===== src/hw/rtl/sha256_pkg.sv =====
// Shared types, states and constant tables of the SHA-256 byte-stream hasher.
package sha256_pkg;

    localparam int unsigned BLOCK_BYTES   = 64;
    localparam int unsigned LENGTH_OFFSET = 56;
    localparam int unsigned ROUNDS        = 64;
    localparam logic [7:0]  PAD_MARK      = 8'h80;

    localparam logic OP_ABSORB = 1'b0;
    localparam logic OP_FINISH = 1'b1;

    typedef struct packed {
        logic       op;
        logic [7:0] data_byte;
    } sha_in_t;

    typedef struct packed {
        logic [31:0] digest_word;
        logic [2:0]  word_index;
        logic        last_word;
    } sha_out_t;

    typedef enum logic [2:0] {
        ST_IDLE,
        ST_PAD,
        ST_LEN,
        ST_ROUND,
        ST_UPDATE,
        ST_OUT
    } sha_state_t;

    localparam logic [31:0] H_INIT [8] = '{
        32'h6a09e667, 32'hbb67ae85, 32'h3c6ef372, 32'ha54ff53a,
        32'h510e527f, 32'h9b05688c, 32'h1f83d9ab, 32'h5be0cd19
    };

    localparam logic [31:0] ROUND_K [ROUNDS] = '{
        32'h428a2f98, 32'h71374491, 32'hb5c0fbcf, 32'he9b5dba5,
        32'h3956c25b, 32'h59f111f1, 32'h923f82a4, 32'hab1c5ed5,
        32'hd807aa98, 32'h12835b01, 32'h243185be, 32'h550c7dc3,
        32'h72be5d74, 32'h80deb1fe, 32'h9bdc06a7, 32'hc19bf174,
        32'he49b69c1, 32'hefbe4786, 32'h0fc19dc6, 32'h240ca1cc,
        32'h2de92c6f, 32'h4a7484aa, 32'h5cb0a9dc, 32'h76f988da,
        32'h983e5152, 32'ha831c66d, 32'hb00327c8, 32'hbf597fc7,
        32'hc6e00bf3, 32'hd5a79147, 32'h06ca6351, 32'h14292967,
        32'h27b70a85, 32'h2e1b2138, 32'h4d2c6dfc, 32'h53380d13,
        32'h650a7354, 32'h766a0abb, 32'h81c2c92e, 32'h92722c85,
        32'ha2bfe8a1, 32'ha81a664b, 32'hc24b8b70, 32'hc76c51a3,
        32'hd192e819, 32'hd6990624, 32'hf40e3585, 32'h106aa070,
        32'h19a4c116, 32'h1e376c08, 32'h2748774c, 32'h34b0bcb5,
        32'h391c0cb3, 32'h4ed8aa4a, 32'h5b9cca4f, 32'h682e6ff3,
        32'h748f82ee, 32'h78a5636f, 32'h84c87814, 32'h8cc70208,
        32'h90befffa, 32'ha4506ceb, 32'hbef9a3f7, 32'hc67178f2
    };

    function automatic logic [31:0] big_sigma0(input logic [31:0] x);
        return {x[1:0], x[31:2]} ^ {x[12:0], x[31:13]} ^ {x[21:0], x[31:22]};
    endfunction

    function automatic logic [31:0] big_sigma1(input logic [31:0] x);
        return {x[5:0], x[31:6]} ^ {x[10:0], x[31:11]} ^ {x[24:0], x[31:25]};
    endfunction

    function automatic logic [31:0] small_sigma0(input logic [31:0] x);
        return {x[6:0], x[31:7]} ^ {x[17:0], x[31:18]} ^ {3'b000, x[31:3]};
    endfunction

    function automatic logic [31:0] small_sigma1(input logic [31:0] x);
        return {x[16:0], x[31:17]} ^ {x[18:0], x[31:19]} ^ {10'b0, x[31:10]};
    endfunction

endpackage


===== src/hw/rtl/sha256_byte_stream_hasher_unit.sv =====
// SHA-256 byte-stream hasher: byte loading, padding, one round per cycle, digest output.
//
// Streams a message in one byte per word (op = absorb) and, on a finish word,
// pads it the standard way and returns the eight digest words h0..h7, each
// with its word_index and with last_word on the eighth; the hash then restarts
// from the initial values for the next message (an empty message is fine).
// Every 64th byte of a message starts a compression: the 64 rounds through the
// single round unit, then a fold of the working variables into the hash. A
// finish word pads byte by byte up to the length field, inserts the 64-bit
// length and runs one compression, or two when fewer than nine bytes of the
// block are left, then delivers the digest words as the sink takes them. No
// new word is taken while padding, a compression or digest delivery runs. The
// round unit sets the pace on long messages.
module sha256_byte_stream_hasher_unit
    import sha256_pkg::*;
(
    input  logic     aclk,
    input  logic     aresetn,
    input  logic     s_valid,
    output logic     s_ready,
    input  sha_in_t  s_data,
    output logic     m_valid,
    input  logic     m_ready,
    output sha_out_t m_data
);

    sha_state_t  state_reg, state_next;

    // 512-bit window: holds the block bytes while loading, then rolls as the schedule.
    logic [31:0] window_reg [16];
    logic [31:0] window_next [16];
    logic [31:0] vars_reg [8];        // a..h
    logic [31:0] vars_next [8];
    logic [31:0] hash_reg [8];
    logic [31:0] hash_next [8];

    logic [5:0]  fill_reg, fill_next;
    logic [63:0] bitlen_reg, bitlen_next;
    logic [5:0]  round_reg, round_next;
    logic [2:0]  out_idx_reg, out_idx_next;
    logic        finish_reg, finish_next;   // finish in progress
    logic        len_done_reg, len_done_next; // last block (with length) is in flight
    logic        wrap_reg, wrap_next;       // padding must skip the length field and spill into a second block

    logic        pad_at_len;

    assign pad_at_len = (fill_reg == 6'(LENGTH_OFFSET)) && !wrap_reg;

    // next state
    always_comb begin
        state_next = state_reg;
        case (state_reg)
            ST_IDLE: begin
                if (s_valid) begin
                    if (fill_reg == 6'(BLOCK_BYTES - 1)) begin
                        state_next = ST_ROUND;
                    end else if (s_data.op == OP_FINISH) begin
                        state_next = ST_PAD;
                    end
                end
            end
            ST_PAD: begin
                if (pad_at_len) begin
                    state_next = ST_LEN;
                end else if (fill_reg == 6'(BLOCK_BYTES - 1)) begin
                    state_next = ST_ROUND;
                end
            end
            ST_LEN: state_next = ST_ROUND;
            ST_ROUND: begin
                if (round_reg == 6'(ROUNDS - 1)) begin
                    state_next = ST_UPDATE;
                end
            end
            ST_UPDATE: begin
                if (!finish_reg) begin
                    state_next = ST_IDLE;
                end else if (len_done_reg) begin
                    state_next = ST_OUT;
                end else begin
                    state_next = ST_PAD;
                end
            end
            ST_OUT: begin
                if (m_ready && (out_idx_reg == 3'd7)) begin
                    state_next = ST_IDLE;
                end
            end
            default: state_next = ST_IDLE;
        endcase
    end

    // handshake outputs
    always_comb begin
        s_ready = 1'b0;
        m_valid = 1'b0;
        case (state_reg)
            ST_IDLE: s_ready = 1'b1;
            ST_OUT:  m_valid = 1'b1;
            default: begin
                s_ready = 1'b0;
                m_valid = 1'b0;
            end
        endcase
    end

    assign m_data.digest_word = hash_reg[out_idx_reg];
    assign m_data.word_index  = out_idx_reg;
    assign m_data.last_word   = (out_idx_reg == 3'd7);

    // datapath
    always_comb begin
        logic [7:0]  in_byte;
        logic [31:0] t1;
        logic [31:0] t2;
        logic [31:0] ch;
        logic [31:0] maj;
        logic [31:0] w_new;

        window_next   = window_reg;
        vars_next     = vars_reg;
        hash_next     = hash_reg;
        fill_next     = fill_reg;
        bitlen_next   = bitlen_reg;
        round_next    = round_reg;
        out_idx_next  = out_idx_reg;
        finish_next   = finish_reg;
        len_done_next = len_done_reg;
        wrap_next     = wrap_reg;

        in_byte = (s_data.op == OP_FINISH) ? PAD_MARK : s_data.data_byte;

        ch    = (vars_reg[4] & vars_reg[5]) ^ (~vars_reg[4] & vars_reg[6]);
        maj   = (vars_reg[0] & vars_reg[1]) ^ (vars_reg[0] & vars_reg[2])
              ^ (vars_reg[1] & vars_reg[2]);
        t1    = vars_reg[7] + big_sigma1(vars_reg[4]) + ch + ROUND_K[round_reg]
              + window_reg[0];
        t2    = big_sigma0(vars_reg[0]) + maj;
        w_new = small_sigma1(window_reg[14]) + window_reg[9]
              + small_sigma0(window_reg[1]) + window_reg[0];

        case (state_reg)
            ST_IDLE: begin
                if (s_valid) begin
                    for (int i = 0; i < 15; i++) begin
                        window_next[i] = {window_reg[i][23:0], window_reg[i+1][31:24]};
                    end
                    window_next[15] = {window_reg[15][23:0], in_byte};
                    fill_next = fill_reg + 6'd1;
                    if (s_data.op == OP_ABSORB) begin
                        bitlen_next = bitlen_reg + 64'd8;
                    end else begin
                        finish_next = 1'b1;
                        wrap_next   = fill_reg inside {[6'(LENGTH_OFFSET):6'(BLOCK_BYTES - 2)]};
                    end
                    if (fill_reg == 6'(BLOCK_BYTES - 1)) begin
                        vars_next  = hash_reg;
                        round_next = '0;
                    end
                end
            end
            ST_PAD: begin
                if (!pad_at_len) begin
                    for (int i = 0; i < 15; i++) begin
                        window_next[i] = {window_reg[i][23:0], window_reg[i+1][31:24]};
                    end
                    window_next[15] = {window_reg[15][23:0], 8'h00};
                    fill_next = fill_reg + 6'd1;
                    if (fill_reg == 6'(BLOCK_BYTES - 1)) begin
                        vars_next  = hash_reg;
                        round_next = '0;
                        wrap_next  = 1'b0;
                    end
                end
            end
            ST_LEN: begin
                // bytes 0..55 sit in words 2..15; slide two words and append the length
                for (int i = 0; i < 14; i++) begin
                    window_next[i] = window_reg[i+2];
                end
                window_next[14] = bitlen_reg[63:32];
                window_next[15] = bitlen_reg[31:0];
                fill_next     = '0;
                len_done_next = 1'b1;
                vars_next     = hash_reg;
                round_next    = '0;
            end
            ST_ROUND: begin
                for (int i = 0; i < 15; i++) begin
                    window_next[i] = window_reg[i+1];
                end
                window_next[15] = w_new;
                vars_next[7] = vars_reg[6];
                vars_next[6] = vars_reg[5];
                vars_next[5] = vars_reg[4];
                vars_next[4] = vars_reg[3] + t1;
                vars_next[3] = vars_reg[2];
                vars_next[2] = vars_reg[1];
                vars_next[1] = vars_reg[0];
                vars_next[0] = t1 + t2;
                round_next   = round_reg + 6'd1;
            end
            ST_UPDATE: begin
                for (int i = 0; i < 8; i++) begin
                    hash_next[i] = hash_reg[i] + vars_reg[i];
                end
                out_idx_next = '0;
            end
            ST_OUT: begin
                if (m_ready) begin
                    out_idx_next = out_idx_reg + 3'd1;
                    if (out_idx_reg == 3'd7) begin
                        hash_next     = H_INIT;
                        fill_next     = '0;
                        bitlen_next   = '0;
                        finish_next   = 1'b0;
                        len_done_next = 1'b0;
                        wrap_next     = 1'b0;
                    end
                end
            end
            default: begin
                fill_next = fill_reg;
            end
        endcase
    end

    always_ff @(posedge aclk) begin
        if (!aresetn) begin
            state_reg    <= ST_IDLE;
            hash_reg     <= H_INIT;
            fill_reg     <= '0;
            bitlen_reg   <= '0;
            round_reg    <= '0;
            out_idx_reg  <= '0;
            finish_reg   <= 1'b0;
            len_done_reg <= 1'b0;
            wrap_reg     <= 1'b0;
        end else begin
            state_reg    <= state_next;
            hash_reg     <= hash_next;
            fill_reg     <= fill_next;
            bitlen_reg   <= bitlen_next;
            round_reg    <= round_next;
            out_idx_reg  <= out_idx_next;
            finish_reg   <= finish_next;
            len_done_reg <= len_done_next;
            wrap_reg     <= wrap_next;
        end
    end

    always_ff @(posedge aclk) begin
        window_reg <= window_next;
        vars_reg   <= vars_next;
    end

    // input is never taken while the digest is being delivered
    a_no_overlap: assert property (@(posedge aclk) disable iff (!aresetn)
        m_valid |-> !s_ready)
        else $error("input ready while digest pending");

    // a finish word always drops s_ready to start its work
    a_finish_busy: assert property (@(posedge aclk) disable iff (!aresetn)
        (s_valid && s_ready && (s_data.op == OP_FINISH)) |=> !s_ready)
        else $error("ready right after finish");

    // digest words come out in order without gaps
    a_word_order: assert property (@(posedge aclk) disable iff (!aresetn)
        (m_valid && m_ready && !m_data.last_word) |=>
            (m_valid && (m_data.word_index == 3'($past(m_data.word_index) + 3'd1))))
        else $error("digest word order broken");

    // the eighth word ends the digest
    a_last_ends: assert property (@(posedge aclk) disable iff (!aresetn)
        (m_valid && m_ready && m_data.last_word) |=> (!m_valid && s_ready))
        else $error("digest did not end after last word");

endmodule

===== config.mk =====
export PLATFORM = sky130hd
export DESIGN_NAME = sha256_byte_stream_hasher_unit
export DESIGN_NICKNAME = d
export VERILOG_FILES = /design/src/hw/rtl/sha256_pkg.sv /design/src/hw/rtl/sha256_byte_stream_hasher_unit.sv
export SDC_FILE = /design/constraint.sdc
export NUM_CORES = 2
export LEC_CHECK = 0
export ABC_AREA = 1
export BUFFER_PORTS_ARGS = -buffer_cell sky130_fd_sc_hd__buf_4
export CAP_MARGIN = 25
export CELL_PAD_IN_SITES_DETAIL_PLACEMENT = 0
export CELL_PAD_IN_SITES_GLOBAL_PLACEMENT = 1
export CORE_ASPECT_RATIO = 1.2
export CORE_MARGIN = 2
export CORE_UTILIZATION = 41
export DETAILED_ROUTE_END_ITERATION = 7
export PLACE_DENSITY_LB_ADDON = 0.1
export SYNTH_ARGS = -nofsm -noshare
export SYNTH_HDL_FRONTEND = slang
export SYNTH_SLANG_ARGS = --single-unit

===== constraint.sdc =====
create_clock -name aclk -period 22 [get_ports aclk]
set_input_delay 0 -clock aclk [delete_from_list [all_inputs] [get_ports aclk]]
set_output_delay 0 -clock aclk [all_outputs]
set_load 0.005 [all_outputs]

* Word-level counts from Yosys, hierarchy flattened *
Memories as Yosys holds them, arrays and structs flattened.
Cells that the tools add are included.

operators by class
  multiplexer cells = 55
  $add $sub $neg = 22
  bitwise logic cells = 19
  $lt $le $gt $ge = 4
  equality and inequality tests = 20
  reductions and logical operators = 20

operators with widths
  cell                                                              count
  512-bit one-hot mux with 4 select lines                           1
  256-bit two-way mux                                               5
  512-bit two-way mux                                               2
  256-bit one-hot mux with 4 select lines                           1
  32-bit adder                                                      18
  256-bit one-hot mux with 2 select lines                           1
  32-bit XOR                                                        9
  64-bit two-way mux                                                4
  32-bit AND                                                        5
  32-bit two-way mux                                                4
  64-bit one-hot mux with 2 select lines                            1
  32-bit binary-select mux with 3-bit select                        1
  64-bit by 4-bit adder with 64-bit output (second input constant)  1
  6-bit one-hot mux with 4 select lines                             2
  6-bit two-way mux                                                 7
  32-bit inverter                                                   1
  32-bit by 22-bit XOR with 32-bit output                           1
  32-bit by 29-bit XOR with 32-bit output                           1
  3-bit two-way mux                                                 10
  5-bit AND reduction                                               4
  6-bit == test (second input constant)                             3
  2-bit != test (second input constant)                             9
  3-bit one-hot mux with 6 select lines                             1
  6-bit by 1-bit adder with 6-bit output (second input constant)    2
  25 further kinds                                                  46

word-level totals
  bits in read-only memories = 2,048
  register bits after elaboration = 1,109
  bits of input ports = 13
  memories kept = 1

memories
  memory            words  width  read ports  clocked after memory_dff  write ports  RTL line                               source
  (name not given)  64     32     1           0                         0            sha256_byte_stream_hasher_unit.sv:136  t1 = vars_reg[7] + big_sigma1(vars_reg[4]) + ch + ROUND_K[round_reg]

* Logic depth before layout (Yosys ltp) *
  depth in word-level cells = 8
  gate-level depth with buffers = 39
  mapped depth without buffers = 38

* Worst setup path after synthesis *
Ideal clock, no wire load.

  path type = register to register
  from = register fill_reg[1]
  to = register window_reg[0] (netlist bit) (enable)
  setup slack = -1.510 ns
  data arrival time = 22.100 ns
  cell stages (with the launch flop) = 6
  setup time = 1.410 ns
  path buffers = 0
  cell sequence = dfxtp_1 -> nor2_1 -> and3_1 -> nand2_1 -> nand2_1 -> nor2_1

between the ends
  word-level cells in the longest chain between the ends = 4

ends and longest elaborated chain
  element                        RTL line                               source
  start, declared                sha256_byte_stream_hasher_unit.sv:37   logic [5:0] fill_reg, fill_next;
  start signal, assigned         sha256_byte_stream_hasher_unit.sv:242  fill_reg <= fill_next;
  6-bit == test                  sha256_byte_stream_hasher_unit.sv:47   assign pad_at_len = (fill_reg == 6'(LENGTH_OFFSET)) && !wrap_reg;
  1-bit logical AND              sha256_byte_stream_hasher_unit.sv:47
  2-bit != test (no line)        --
  3-bit AND reduction (no line)  --
  end signal, assigned           sha256_byte_stream_hasher_unit.sv:253  window_reg <= window_next;
  end, declared                  sha256_byte_stream_hasher_unit.sv:30   logic [31:0] window_reg [16];

No other way between the ends.
A chain may end at the register's enable or synchronous reset.

==> qor.yml <==
status:
  status: "finished, final reports clean"
floorplan:
  core_sq_um: 202000
  die_area_sq_um: 207000
  die_height_microns: 498
  initial_core_util_pct: 41.2
  core.rowCount: 181
  io_pins: 51
  die_w_microns: 416
worst_setup_path:
  slowest_delay_ns: 0.65
  critPathLaunchType: "flip-flop"
  crit_path_end_kind: "flip-flop"
  crit_type: "reg2reg"
  arrival_ns: 8.75
  cp_data_required_time_ns: 22.52
  cp_slowest_cell: "dfxtp_1"
  cpMostUsedCell: "nand2_1"
  crit_path_max_fanout: 14
synthesis:
  synth_top_flop_cell: "edfxtp_1"
  synth_most_common_cell: "nand2_1"
  synth_warnings: 0
  syn-num-nets: 11600
  synth_area_per_cell_sq_um: 7.60
  synth_area_sq_um: 83400
  synth_top_area_share_pct: 27.7
  synth_cell_type_count: 64
  ys_top_cells_by_area: "edfxtp_1, nand2_1, dfxtp_1"
  synth_area_leader_cell: "edfxtp_1"
  synthArstFlopShare_pct: 0
  yosysSeqAreaShare_pct: 35.8
  synth_edf_count: 768
  yosys_register_bits: 1106
  synth_common_cells: "nand2_1, inv_1, o21ai_0"
  synthCells: 11000
drt:
  drt_pre_antenna_iters: 8
  vias_per_cell: 5.92
  wl_per_cell_microns: 29.3
  ant_nets: 0
  drt_wl_total_microns: 397000
  drtIter0Drc: 8839
  drcViolationCount: 0
  dr_total_vias: 80200
clock_network:
  cts_root_buffer: "clkbuf_16"
  cts.sinks: 1106
  post_cts_resized: 0
  numCtsBuffers: 134
  clock_latency_ns: 0.85
  clock_path_buffers: 3
  cts_setup_buffers: 0
  htreeDepth: 4
  cts_tree: "built"
  clk_pin_slew_worst_paths_ns: 0.06
cells_and_area:
  multi_input_area_sq_um: 45300
  area_growth_pct: 9.09
  drive_gt1_share_pct: 4.12
  seq_area_sq_um: 29800
  largest_register_ffs: 512
  nFillCells: 20800
  layout.nets: 11400
timing:
  setup_viol: 0
  rsz0062_at_grt: "false"
  final.setup.tns_ns: 0
  worst_slew_pin_slew_ns: 1.26
  drv_slew: 0
  clock.fmax_ghz: 0.122
  clock_skew_ns: 0.0645
  worst_slack_ns: 13.77
  slew_headroom_pct: 15.7
  hold_viol: 0
  finalCriticalPeriod_ns: 8.23
  period_share_pct: 37.4
placement:
  place_ws_ns: 14.00
  place_hpwl_microns: 305000
  gp_congestion: 1.03
  io_buffers: 50
global_routing:
  track_usage_pct: 37.2
  grt_pass1_wl_microns: 560000
  grt_overflow: 0
  antenna_found_initial: 11
  grt_max_degree: 188
  grt_pass1_vias: 77500
hold_path:
  hold_path_class: "in2reg"
flow_run:
  cap_violations: 0
## metrics by stage
step                utilization (%)  cells  instance area (sq um)  hold slack, ns
floorplan                         -  11000                  83400           0.164
global placement               42.5  13300                  86100           0.298
detailed placement             42.5  13300                  86100           0.299
CTS                            44.9  13500                  90900          0.0245
global route                   44.9  13500                  90900          0.0617
finish                         44.9  13500                  91000          0.0729
## worst max-delay path, delay by kind of cell (launching register included)
| kind | cells | cell delay, ns |
|---|---|---|
| adder cells (fa/ha/maj) | 6 | 2.41 |
| AND/OR/NAND/NOR | 14 | 2.34 |
| AO/OA/AOI/OAI | 7 | 1.30 |
| buffers and inverters | 5 | 0.74 |
| flip-flops | 1 | 0.65 |
| XOR/XNOR | 1 | 0.48 |
## layout by cell type (no fill, tap or decap), drive strengths merged, types with 10 or more instances in the layout
cell / synthesis / routed
nand2: 2491 / 2491
inv: 1687 / 1693
o21ai: 882 / 882
a21oi: 858 / 858
edfxtp: 768 / 768
nor2: 670 / 670
o221ai: 491 / 491
nand3: 468 / 468
ha: 401 / 401
dfxtp: 338 / 338
fa: 195 / 195
clkbuf: 429 / 190
xor2: 177 / 177
xnor2: 176 / 176
buf: 74 / 156
nand4: 115 / 115
nor3: 110 / 110
o211ai: 96 / 96
a31oi: 88 / 88
o21bai: 86 / 86
o21a: 63 / 63
a21o: 48 / 48
clkinv: 4 / 44
or2: 31 / 31
nand3b: 30 / 30
o22ai: 23 / 23
nor4: 23 / 23
mux2i: 21 / 21
a21boi: 20 / 20
a221oi: 17 / 17
dlygate4sd3: 0 / 16
a211oi: 15 / 15
and3: 11 / 11
a22oi: 11 / 11
diode: 0 / 10
## area by class of cell
type | instances | share of cell area (%)
Multi-Input combinational cell | 7666 | 49.8
Sequential cell | 1106 | 32.8
Inverter | 1691 | 7.02
Clock buffer | 189 | 4.15
Tap cell | 2653 | 3.65
Timing Repair Buffer | 173 | 1.63
Clock inverter | 58 | 0.889
Antenna cell | 10 | 0.0275
## final timing paths
kind                 from            end  slack (ns)  depth (start not counted)
max reg2reg  round_reg[0]  vars_reg[251]       13.77                         33
min               s_valid   state_reg[1]        0.07                          9
max          round_reg[0]  vars_reg[251]       13.77                         33
min reg2reg  len_done_reg   len_done_reg        0.46                          2
## metal layers
layer	vias up	routed length [microns]	GRT usage (%)	part of all wire [%]
met5	-	53	0	0.013
met3	911	26400	5.72	6.6
met4	8	36700	28.7	9.3
met2	3402	183000	60.6	46
met1	39000	151000	44.0	38
li1	36900	-	-	-
## repair_timing
| item | CTS | global route |
|---|---|---|
| endpoints found under the setup margin | 0 | 0 |
| hold buffers | 16 | 0 |
| hold endpoints to repair | 137 | 0 |
## logic make-up (layout without fill, tap and decap cells)
logic type               Yosys count  after routing  share of synthesized area (%)
multiplexers                      24             24                          0.293
AND/OR/NAND/NOR                 3955           3955                           19.5
flip-flops                      1106           1106                           35.8
adder cells (fa/ha/maj)          597            597                           10.7
XOR/XNOR                         353            353                           3.71
other                              0             10                              0
buffers and inverters           2194           2111                           9.94
AO/OA/AOI/OAI                   2737           2737                           20.1
Power is not shown: default switching activity piles up to over one toggle a cycle in this logic, so the estimate is an artifact.
